--- src/rtl/core/timer_table_scheduler_unit_assert.svh ---
// assertion macros shared by the timer table rtl
// depends on nothing
`ifndef TIMER_TABLE_SCHEDULER_UNIT_ASSERT_SVH
`define TIMER_TABLE_SCHEDULER_UNIT_ASSERT_SVH
// clocked assertion with asynchronous reset disable
`define TTS_ASSERT(label, clk, rst_n, prop, msg) \
  label: assert property (@(posedge clk) disable iff (!rst_n) (prop)) else $error(msg);
// implication form
`define TTS_ASSERT_IMP(label, clk, rst_n, ante, cons, msg) \
  label: assert property (@(posedge clk) disable iff (!rst_n) (ante) |-> (cons)) \
    else $error(msg);
`endif

--- src/rtl/core/tts_pkg.sv ---
// package for the timer table: widths, opcodes, status codes, command structs
// used by the timer table modules except the generic tts_ram
`timescale 1ns / 1ps
package tts_pkg;
  localparam int unsigned TimerSlots = 16;
  localparam int unsigned SlotW = (TimerSlots > 1) ? $clog2(TimerSlots) : 1;
  localparam int unsigned CntW = $clog2(TimerSlots + 1);
  localparam int unsigned IdW = 32;
  localparam int unsigned DlyW = 31;
  localparam int unsigned TimeW = 48;

  localparam logic [2:0] OpSetOne = 3'd0;
  localparam logic [2:0] OpSetPer = 3'd1;
  localparam logic [2:0] OpClear = 3'd2;
  localparam logic [2:0] OpNext = 3'd3;
  localparam logic [2:0] OpFire = 3'd4;
  localparam logic [2:0] OpClrAll = 3'd5;

  localparam logic [1:0] StOk = 2'd0;
  localparam logic [1:0] StNotFound = 2'd1;
  localparam logic [1:0] StFull = 2'd2;
  localparam logic [1:0] StEmpty = 2'd3;

  // controller to datapath
  typedef struct packed {
    logic load;       // capture input item
    logic scan_rd;    // read slot at scan index
    logic scan_eval;  // evaluate data read last cycle
    logic scan_rst;   // clear scan bookkeeping
    logic commit;     // apply result and write table
    logic out_take;   // output taken
  } tts_cmd_t;

  // datapath to controller
  typedef struct packed {
    logic out_valid;
  } tts_sts_t;

  // saturating wake time
  function automatic logic [TimeW-1:0] wake_add(input logic [TimeW-1:0] now,
                                                input logic [DlyW-1:0] dly);
    logic [TimeW:0] s;
    s = {1'b0, now} + {{(TimeW-DlyW+1){1'b0}}, dly};
    wake_add = s[TimeW] ? {TimeW{1'b1}} : s[TimeW-1:0];
  endfunction
endpackage

--- src/rtl/core/timer_table_scheduler_unit.sv ---
// channel | handshake            | payload
// in      | in_valid / in_ready  | opcode_i delay_ms_i timer_id_i now_ms_i
// out     | out_valid / out_ready| status_o result_id_o due_ms_o is_periodic_o
// each item passes through a load step, a scan that reads one slot per cycle from the
// slot ram, and a commit step.
// reset clears valid bits and the id counter; slot contents need no clearing.
// a waiting result lets the next item load and scan, and holds it only in its commit.
// top level of the timer table; depends on tts_pkg, tts_ctrl, tts_dp
`timescale 1ns / 1ps
module timer_table_scheduler_unit (
  input  logic                      clk_i,
  input  logic                      rst_ni,
  input  logic                      in_valid,
  output logic                      in_ready,
  input  logic [2:0]                opcode_i,
  input  logic [tts_pkg::DlyW-1:0]  delay_ms_i,
  input  logic [tts_pkg::IdW-1:0]   timer_id_i,
  input  logic [tts_pkg::TimeW-1:0] now_ms_i,
  output logic                      out_valid,
  input  logic                      out_ready,
  output logic [1:0]                status_o,
  output logic [tts_pkg::IdW-1:0]   result_id_o,
  output logic [tts_pkg::TimeW-1:0] due_ms_o,
  output logic                      is_periodic_o
);
  import tts_pkg::*;
  tts_cmd_t cmd;
  tts_sts_t sts;

  // sequencer
  tts_ctrl u_ctrl (
    .clk_i, .rst_ni, .in_valid, .in_ready, .out_ready, .cmd_o(cmd), .sts_i(sts)
  );

  // table datapath
  tts_dp u_dp (
    .clk_i, .rst_ni, .cmd_i(cmd), .sts_o(sts),
    .opcode_i, .delay_ms_i, .timer_id_i, .now_ms_i,
    .status_o, .result_id_o, .due_ms_o, .is_periodic_o
  );

  assign out_valid = sts.out_valid;
endmodule

--- src/rtl/core/tts_ram.sv ---
// generic simple dual port ram (one write port, one read port) with registered read
// depends on nothing
`timescale 1ns / 1ps
module tts_ram #(
  parameter int unsigned Width = 8,
  parameter int unsigned Depth = 16
) (
  input  logic                             clk_i,
  input  logic                             we_i,
  input  logic [$clog2(Depth > 1 ? Depth : 2)-1:0] waddr_i,
  input  logic [Width-1:0]                 wdata_i,
  input  logic [$clog2(Depth > 1 ? Depth : 2)-1:0] raddr_i,
  output logic [Width-1:0]                 rdata_o
);
  logic [Width-1:0] mem_q [Depth];
  // write port and registered read port
  always_ff @(posedge clk_i) begin
    if (we_i) mem_q[waddr_i] <= wdata_i;
    rdata_o <= mem_q[raddr_i];
  end
endmodule

--- src/rtl/core/tts_ctrl.sv ---
// controller state machine of the timer table: sequences load, scan, commit
// depends on tts_pkg
`timescale 1ns / 1ps
module tts_ctrl (
  input  logic              clk_i,
  input  logic              rst_ni,
  input  logic              in_valid,
  output logic              in_ready,
  input  logic              out_ready,
  output tts_pkg::tts_cmd_t cmd_o,
  input  tts_pkg::tts_sts_t sts_i
);
  import tts_pkg::*;
  localparam logic [1:0] SIdle = 2'd0;
  localparam logic [1:0] SScan = 2'd1;
  localparam logic [1:0] SCommit = 2'd2;

  logic [1:0] state_q, state_d;
  logic [CntW-1:0] cnt_q, cnt_d;

  // accept whenever idle; a pending result only holds the commit
  assign in_ready = (state_q == SIdle);

  always_comb begin
    state_d = state_q;
    cnt_d = cnt_q;
    cmd_o = '0;
    cmd_o.out_take = sts_i.out_valid && out_ready;
    unique case (state_q)
      SIdle: begin
        if (in_valid && in_ready) begin
          cmd_o.load = 1'b1;
          cmd_o.scan_rst = 1'b1;
          cnt_d = '0;
          state_d = SScan;
        end
      end
      SScan: begin
        // read slot cnt, evaluate slot cnt-1
        cmd_o.scan_rd = (cnt_q < CntW'(TimerSlots));
        cmd_o.scan_eval = (cnt_q != '0);
        if (cnt_q == CntW'(TimerSlots)) state_d = SCommit;
        else cnt_d = cnt_q + 1'b1;
      end
      SCommit: begin
        // wait here while the previous result is still pending
        if (!sts_i.out_valid || out_ready) begin
          cmd_o.commit = 1'b1;
          state_d = SIdle;
        end
      end
      default: state_d = SIdle;
    endcase
  end

  // state registers
  always_ff @(posedge clk_i or negedge rst_ni) begin
    if (!rst_ni) begin
      state_q <= SIdle;
      cnt_q <= '0;
    end else begin
      state_q <= state_d;
      cnt_q <= cnt_d;
    end
  end

  `include "timer_table_scheduler_unit_assert.svh"
  `TTS_ASSERT_IMP(a_load_idle, clk_i, rst_ni, cmd_o.load, state_q == SIdle, "load outside idle")
  `TTS_ASSERT_IMP(a_scan_cnt, clk_i, rst_ni, state_q == SScan, cnt_q <= CntW'(TimerSlots), "scan overrun")
  `TTS_ASSERT_IMP(a_commit_next, clk_i, rst_ni, cmd_o.commit, ##1 state_q == SIdle, "commit not followed by idle")
endmodule

--- src/rtl/core/tts_dp.sv ---
// datapath of the timer table: slot memories, scan, commit and output register
// depends on tts_pkg and tts_ram
`timescale 1ns / 1ps
module tts_dp (
  input  logic                      clk_i,
  input  logic                      rst_ni,
  input  tts_pkg::tts_cmd_t         cmd_i,
  output tts_pkg::tts_sts_t         sts_o,
  input  logic [2:0]                opcode_i,
  input  logic [tts_pkg::DlyW-1:0]  delay_ms_i,
  input  logic [tts_pkg::IdW-1:0]   timer_id_i,
  input  logic [tts_pkg::TimeW-1:0] now_ms_i,
  output logic [1:0]                status_o,
  output logic [tts_pkg::IdW-1:0]   result_id_o,
  output logic [tts_pkg::TimeW-1:0] due_ms_o,
  output logic                      is_periodic_o
);
  import tts_pkg::*;
  localparam int unsigned EntW = IdW + 1 + DlyW + TimeW;

  logic [2:0] op_q;
  logic [DlyW-1:0] dly_q;
  logic [IdW-1:0] tid_q;
  logic [TimeW-1:0] now_q;
  logic [TimerSlots-1:0] valid_q, valid_d;
  logic [IdW-1:0] nid_q;
  logic [SlotW-1:0] rd_idx_q, ev_idx_q;
  logic [SlotW-1:0] raddr;
  logic [EntW-1:0] rdata, wdata;
  logic we;
  logic [SlotW-1:0] waddr;
  // scan bookkeeping
  logic hit_q, free_q;
  logic [SlotW-1:0] hit_idx_q, free_idx_q;
  logic [EntW-1:0] hit_ent_q;
  logic [IdW-1:0] r_id;
  logic r_per;
  logic [DlyW-1:0] r_dly;
  logic [TimeW-1:0] r_wake, h_wake;
  logic [IdW-1:0] h_id;
  logic h_per;
  logic [DlyW-1:0] h_dly;
  logic ev_valid, better;
  logic out_v_q;
  logic [1:0] st_q;
  logic [IdW-1:0] rid_q;
  logic [TimeW-1:0] due_q;
  logic per_q;

  assign raddr = rd_idx_q;
  assign {r_id, r_per, r_dly, r_wake} = rdata;
  assign {h_id, h_per, h_dly, h_wake} = hit_ent_q;

  tts_ram #(.Width(EntW), .Depth(TimerSlots)) u_ram (
    .clk_i, .we_i(we), .waddr_i(waddr), .wdata_i(wdata),
    .raddr_i(raddr), .rdata_o(rdata)
  );

  // per-slot compare of the entry read last cycle
  assign ev_valid = valid_q[ev_idx_q];
  always_comb begin
    better = 1'b0;
    if (op_q == OpNext) begin
      better = !hit_q || (r_wake < h_wake) || ((r_wake == h_wake) && (r_id < h_id));
    end else begin
      better = !hit_q && (r_id == tid_q);
    end
  end

  // item capture and scan
  always_ff @(posedge clk_i) begin
    if (cmd_i.load) begin
      op_q <= opcode_i;
      dly_q <= delay_ms_i;
      tid_q <= timer_id_i;
      now_q <= now_ms_i;
    end
    if (cmd_i.scan_eval && ev_valid && better) begin
      hit_ent_q <= rdata;
      hit_idx_q <= ev_idx_q;
    end
    if (cmd_i.scan_eval && !ev_valid && !free_q) free_idx_q <= ev_idx_q;
  end

  always_ff @(posedge clk_i or negedge rst_ni) begin
    if (!rst_ni) begin
      rd_idx_q <= '0;
      ev_idx_q <= '0;
      hit_q <= 1'b0;
      free_q <= 1'b0;
    end else begin
      if (cmd_i.scan_rst) begin
        rd_idx_q <= '0;
        hit_q <= 1'b0;
        free_q <= 1'b0;
      end else begin
        if (cmd_i.scan_rd) begin
          ev_idx_q <= rd_idx_q;
          rd_idx_q <= rd_idx_q + 1'b1;
        end
        if (cmd_i.scan_eval) begin
          if (ev_valid && better) hit_q <= 1'b1;
          if (!ev_valid) free_q <= 1'b1;
        end
      end
    end
  end

  // commit: table write and result
  logic [1:0] st_d;
  logic [IdW-1:0] rid_d;
  logic [TimeW-1:0] due_d, rewake;
  logic per_d;
  assign rewake = wake_add(now_q, h_dly);
  always_comb begin
    we = 1'b0;
    waddr = free_idx_q;
    wdata = {nid_q, op_q == OpSetPer, dly_q, wake_add(now_q, dly_q)};
    valid_d = valid_q;
    st_d = StOk; rid_d = '0; due_d = '0; per_d = 1'b0;
    unique case (op_q)
      OpSetOne, OpSetPer: begin
        if (!free_q) st_d = StFull;
        else begin
          we = 1'b1;
          valid_d[free_idx_q] = 1'b1;
          rid_d = nid_q; due_d = wake_add(now_q, dly_q); per_d = op_q == OpSetPer;
        end
      end
      OpClear: begin
        if (!hit_q) st_d = StNotFound;
        else begin
          valid_d[hit_idx_q] = 1'b0;
          rid_d = h_id; due_d = h_wake; per_d = h_per;
        end
      end
      OpNext: begin
        if (!hit_q) st_d = StEmpty;
        else begin
          rid_d = h_id; due_d = h_wake; per_d = h_per;
        end
      end
      OpFire: begin
        if (!hit_q) st_d = StNotFound;
        else begin
          rid_d = h_id; per_d = h_per;
          if (h_per) begin
            we = 1'b1; waddr = hit_idx_q;
            wdata = {h_id, 1'b1, h_dly, rewake};
            due_d = rewake;
          end else begin
            valid_d[hit_idx_q] = 1'b0;
            due_d = h_wake;
          end
        end
      end
      OpClrAll: valid_d = '0;
      default: ;
    endcase
    if (!cmd_i.commit) begin
      we = 1'b0;
      valid_d = valid_q;
    end
  end

  always_ff @(posedge clk_i or negedge rst_ni) begin
    if (!rst_ni) begin
      valid_q <= '0;
      nid_q <= '0;
      out_v_q <= 1'b0;
    end else begin
      valid_q <= valid_d;
      if (cmd_i.commit && (op_q == OpSetOne || op_q == OpSetPer) && free_q)
        nid_q <= nid_q + 1'b1;
      if (cmd_i.commit) out_v_q <= 1'b1;
      else if (cmd_i.out_take) out_v_q <= 1'b0;
    end
  end

  // output register
  always_ff @(posedge clk_i) begin
    if (cmd_i.commit) begin
      st_q <= st_d; rid_q <= rid_d; due_q <= due_d; per_q <= per_d;
    end
  end

  assign sts_o.out_valid = out_v_q;
  assign status_o = st_q;
  assign result_id_o = rid_q;
  assign due_ms_o = due_q;
  assign is_periodic_o = per_q;

  `include "timer_table_scheduler_unit_assert.svh"
  `TTS_ASSERT_IMP(a_commit_free, clk_i, rst_ni, cmd_i.commit, !out_v_q || cmd_i.out_take, "commit over pending result")
  `TTS_ASSERT_IMP(a_clrall, clk_i, rst_ni, cmd_i.commit && op_q == OpClrAll, ##1 valid_q == '0, "clear all left slots")
  `TTS_ASSERT_IMP(a_full, clk_i, rst_ni, cmd_i.commit && st_d == StFull, valid_q == '1, "full flagged with free slot")
endmodule
--- config.mk ---
export PLATFORM = sky130hd
export DESIGN_NAME = timer_table_scheduler_unit
export DESIGN_NICKNAME = d
export VERILOG_FILES = /design/src/rtl/core/tts_pkg.sv /design/src/rtl/core/timer_table_scheduler_unit.sv /design/src/rtl/core/tts_ram.sv /design/src/rtl/core/tts_ctrl.sv /design/src/rtl/core/tts_dp.sv
export VERILOG_INCLUDE_DIRS = /design/src /design/src/rtl/core
export SDC_FILE = /design/constraint.sdc
export NUM_CORES = 2
export LEC_CHECK = 0
export BUFFER_PORTS_ARGS = -buffer_cell sky130_fd_sc_hd__buf_2
export CAP_MARGIN = 40
export CELL_PAD_IN_SITES_DETAIL_PLACEMENT = 1
export CELL_PAD_IN_SITES_GLOBAL_PLACEMENT = 1
export CORE_ASPECT_RATIO = 0.9
export CORE_MARGIN = 3
export CORE_UTILIZATION = 45
export CTS_BUF_LIST = sky130_fd_sc_hd__clkbuf_8
export DETAILED_ROUTE_END_ITERATION = 8
export PLACE_DENSITY = 0.75
export REMOVE_ABC_BUFFERS = 1
export SETUP_SLACK_MARGIN = 0.05
export SLEW_MARGIN = 20
export SYNTH_ARGS = -nofsm -noshare
export SYNTH_HDL_FRONTEND = slang
export SYNTH_SLANG_ARGS = --single-unit
--- constraint.sdc ---
create_clock -name clk_i -period 15.75 [get_ports clk_i]
set_input_delay 1.575 -clock clk_i [delete_from_list [all_inputs] [get_ports clk_i]]
set_output_delay 1.575 -clock clk_i [all_outputs]
set_load 0.005 [all_outputs]
==> results.txt <==
----------------------------------------------------
[Floorplanning]
  Vertical die dimension ... 433 um
  Die Area ... 208000 um2
  Row count ... 156
  Starting Density ... 45.4%
  Width of the chip ... 481 um
  Boundary Pins ... 203
  Core area ... ~200000 um2

[Clock tree]
  Clock sinks ... ~2.3k
  Setup bufs post-CTS ... 0
  Number of hold-repair buffers added at the cts stage ... 0
  Number of buffers created by CTS ... 378
  Skew-Pair Late Insertion Delay ... 1.06 ns
  Clock edge transition at the registers on the reported setup and hold paths ... ~0.060 ns
  Clock tree from TritonCTS ... built
  Number of buffers between clock root and the deepest sink ... 4
  Clock root buffer master ... clkbuf_8
  Number of gates resized after CTS ... 0
  Number of H-tree branching levels ... 5

[Synth]
  EDFF count, synth ... 2109
  Synth Cell Area ... 91300 um2
  Mean cell area of the mapped netlist ... 19.2 um2
  Top post-synthesis cells by count ... 2109 x edfxtp_1, 565 x mux4_2, 246 x nand2_1, 195 x o21ai_0, 159 x nor2_1
  Synthesized instance count ... 4751
  Main area contributors after synthesis ... edfxtp_1 69%, mux4_2 14%, dfxtp_1 2.5%
  Proportion of synthesized flip-flops having asynchronous set or reset ... 2.89%
  Post-synth top area cell ... edfxtp_1
  Count of synthesis-stage warnings from yosys ... 0
  Unique cell type count in the Yosys netlist ... 81
  Yosys top cell area share ... ~69%
  Synthesis-stage register bit count ... 2287
  Top flip-flop cell by instance count after synthesis ... edfxtp_1
  Most frequent cell after synthesis ... edfxtp_1
  Seq/Total Area, Yosys ... 73.6%

[Timing]
  Setup repair after global routing missed its margin ... false
  Number of failing hold endpoints at the final stage ... 0
  Least-Margin Pin Slew ... 1.07 ns
  Worst rel slew slack ... between 20% and 30%
  Shortest clock period the worst path allows after layout ... 5.43 ns
  Setup skew after layout ... 0.0972 ns
  Final period utilization ... 34.5%
  Fmax ... 0.184 GHz
  Setup Viol. Count Final ... 0
  Fin. max-slew vios ... 0
  Setup slack after layout ... 10.32 ns
  Final setup TNS ... 0 ns

[Route]
  Number of detailed-route iterations in the first pass ... 7
  Number of nets still failing antenna checks after routing ... 0
  Total number of vias ... 50.6k
  Total routed wirelength ... 261 mm
  Post-detailed-route wirelength per cell ... about 31 um
  Detailed-route DRC error count ... 0
  Detailed Route Iter0 Violations ... around 6.7k
  Vias per inst ... 6.09

[Cells and area]
  Share of the core filled with cells ... about 52%
  Fin nets ... 5583
  Fin cells ... 8310
  Area Overhead vs Synth ... 14.4%
  Proportion of layout cells with a drive suffix above 1 ... 27.4%

[Power]
  Leakage power figure ... 35.7 nW
  Pwr Density ... 161 nW/um2
  Max IR drop VDD ... 146 uV

[Global routing]
  Total congestion overflow ... 0
  First-pass GRT wire length ... 378 mm
  Antenna violations before repair ... 13
  Global Route Usage Sum ... 25.1%
  Number of global-route vias before repair ... between 50k and 60k
  Largest net degree at the start of global routing ... 113

[Job]
  Max-Cap Viols ... 0

[Placement]
  Detail Placement HPWL ... 163 mm
  # placed instances ... 7615
  Pre-CTS setup slack ... 10.36 ns
  Placer congestion estimate ... 0.886
  Buffers on Ports ... 202

[Setup path]
  Arrival time of the worst setup path ... 6.05 ns
  Worst Setup Path Type ... flip-flop to flip-flop
  Worst path required time ... 16.37 ns
  Sort of element at the start of the critical path ... flip-flop
  Crit Path Max Fanout ... 43
  Critical Path Sink Type ... flip-flop

[Min path]
  Type of the worst min-delay path ... flip-flop to flip-flop

[Status]
  Outcome ... complete, no violations

----------------------------------------------------
cells by family (layout without fill, tap and decap cells):
logic type                 after synthesis  count (layout)  synth area share, %
DFF                                   2287            2287                 73.6
xor gates and xnor gates               129             129                 1.24
AOI/OAI and AO/OA                      639             639                 4.40
adders and majority gates              147             147                 2.03
and+or+nand+nor                        651             651                 3.30
buffers and inverters                  324            1188                 1.36
muxes                                  574             574                 14.0
other                                    0               9                    0
layout by cell type (no fill, tap or decap), types with 13 or more instances in the layout:
cell | synthesis | final
buf_16 | 0 | 25
mux4_2 | 565 | 565
nand2b_1 | 15 | 15
buf_4 | 2 | 143
dfrtp_1 | 66 | 62
or3_1 | 14 | 14
o21a_1 | 13 | 13
dfxtp_1 | 112 | 112
nor3_1 | 36 | 32
and3_1 | 29 | 29
o21ai_0 | 195 | 184
a31oi_1 | 38 | 36
xnor2_1 | 65 | 65
clkinv_1 | 0 | 48
buf_2 | 14 | 216
a21oi_1 | 157 | 150
clkinv_2 | 0 | 47
edfxtp_1 | 2109 | 2109
nand4_1 | 31 | 31
a22oi_1 | 38 | 38
a21o_1 | 48 | 48
a211oi_1 | 15 | 15
ha_1 | 145 | 145
nand2_1 | 246 | 245
buf_12 | 0 | 13
clkbuf_8 | 0 | 431
xor2_1 | 64 | 64
o21ai_1 | 5 | 15
nor2_4 | 1 | 15
inv_1 | 110 | 239
nor2b_1 | 16 | 15
nand3_1 | 50 | 50
nor2_1 | 159 | 145
o211ai_1 | 19 | 19
layout make-up:
cell class / count / area, um2
fillers: 18300 / 96800
flip-flops and latches: 2287 / 67200
multi-input cells: 2140 / 23000
clock buffers: 431 / 5930
well taps: 2686 / 3360
repair buffers: 401 / 3150
clock inverters: 246 / 1320
inverters: 110 / 415
diodes: 9 / 22.5
worst paths after layout:
kind / startpoint / end / slack, ns / cells after the start
hold / removal: u_dp.u_ram.rdata_o[70]$_DFF_P_ / u_dp.hit_ent_q[70]$_DFFE_PP_ / 0.34 / 0
setup / recovery: u_dp.hit_ent_q[26]$_DFFE_PP_ / u_dp.hit_ent_q[20]$_DFFE_PP_ / 10.32 / 12
min in group asynchronous: rst_ni / u_ctrl.cnt_q[3]$_DFFE_PN0P_ / 0.58 / 2
max in group asynchronous: rst_ni / u_dp.raddr[3]$_DFFE_PN0P_ / 14.56 / 3
hold reg to reg: u_dp.u_ram.rdata_o[70]$_DFF_P_ / u_dp.hit_ent_q[70]$_DFFE_PP_ / 0.34 / 0
setup reg to reg: u_dp.hit_ent_q[26]$_DFFE_PP_ / u_dp.hit_ent_q[20]$_DFFE_PP_ / 10.32 / 12
through the flow:
step                      power, mW  hold slack [ns]  cell area [um2]
after floorplan                12.1            0.386            90500
after global placement         11.6            0.386            96000
after detailed placement       11.9            0.390            97100
after CTS                      16.9            0.340           104000
after global routing           17.4            0.361           104000
final                          16.8            0.338           104000
registers in the layout (all words and copies together) (netlist names), 5 cells and up:
| signal | count |
|---|---|
| u_dp.valid_q | 16 |
| u_dp.u_ram.mem_q | 1792 |
| u_dp.result_id_o | 32 |
| u_dp.now_q | 48 |
| u_dp.nid_q | 32 |
| u_dp.tid_q | 32 |
| u_dp.u_ram.rdata_o | 112 |
| u_dp.due_ms_o | 48 |
| u_ctrl.cnt_q | 5 |
| u_dp.hit_ent_q | 112 |
| u_dp.dly_q | 31 |
metal layers:
layer	vias up	track usage [%]	wire, um
met2	2756	40.1	126000
met3	507	4.54	22100
met1	26800	34.8	104000
li1	20600	-	-
met5	-	0	27
met4	4	8.69	9230
power by group:
group,switching [mW],leakage [nW],internal (mW)
registers,0.345,21.1,7.22
logic,2.25,10.3,1.94
clock network,2.36,4.23,2.67
worst max-delay path, cell delays in order (launching register included):
cell and delay, ns:
edfxtp_1 0.32, inv_1 0.07, ha_1 0.33, nand4_1 0.12, nor2_1 0.28, and3_1 0.27, nand4_1 0.13, or3_1 0.56
nor4_1 0.74, nand3_1 0.43, a31oi_4 0.33, buf_4 0.60, buf_4 0.72
No activity file was read; power rests on OpenSTA's default activity.
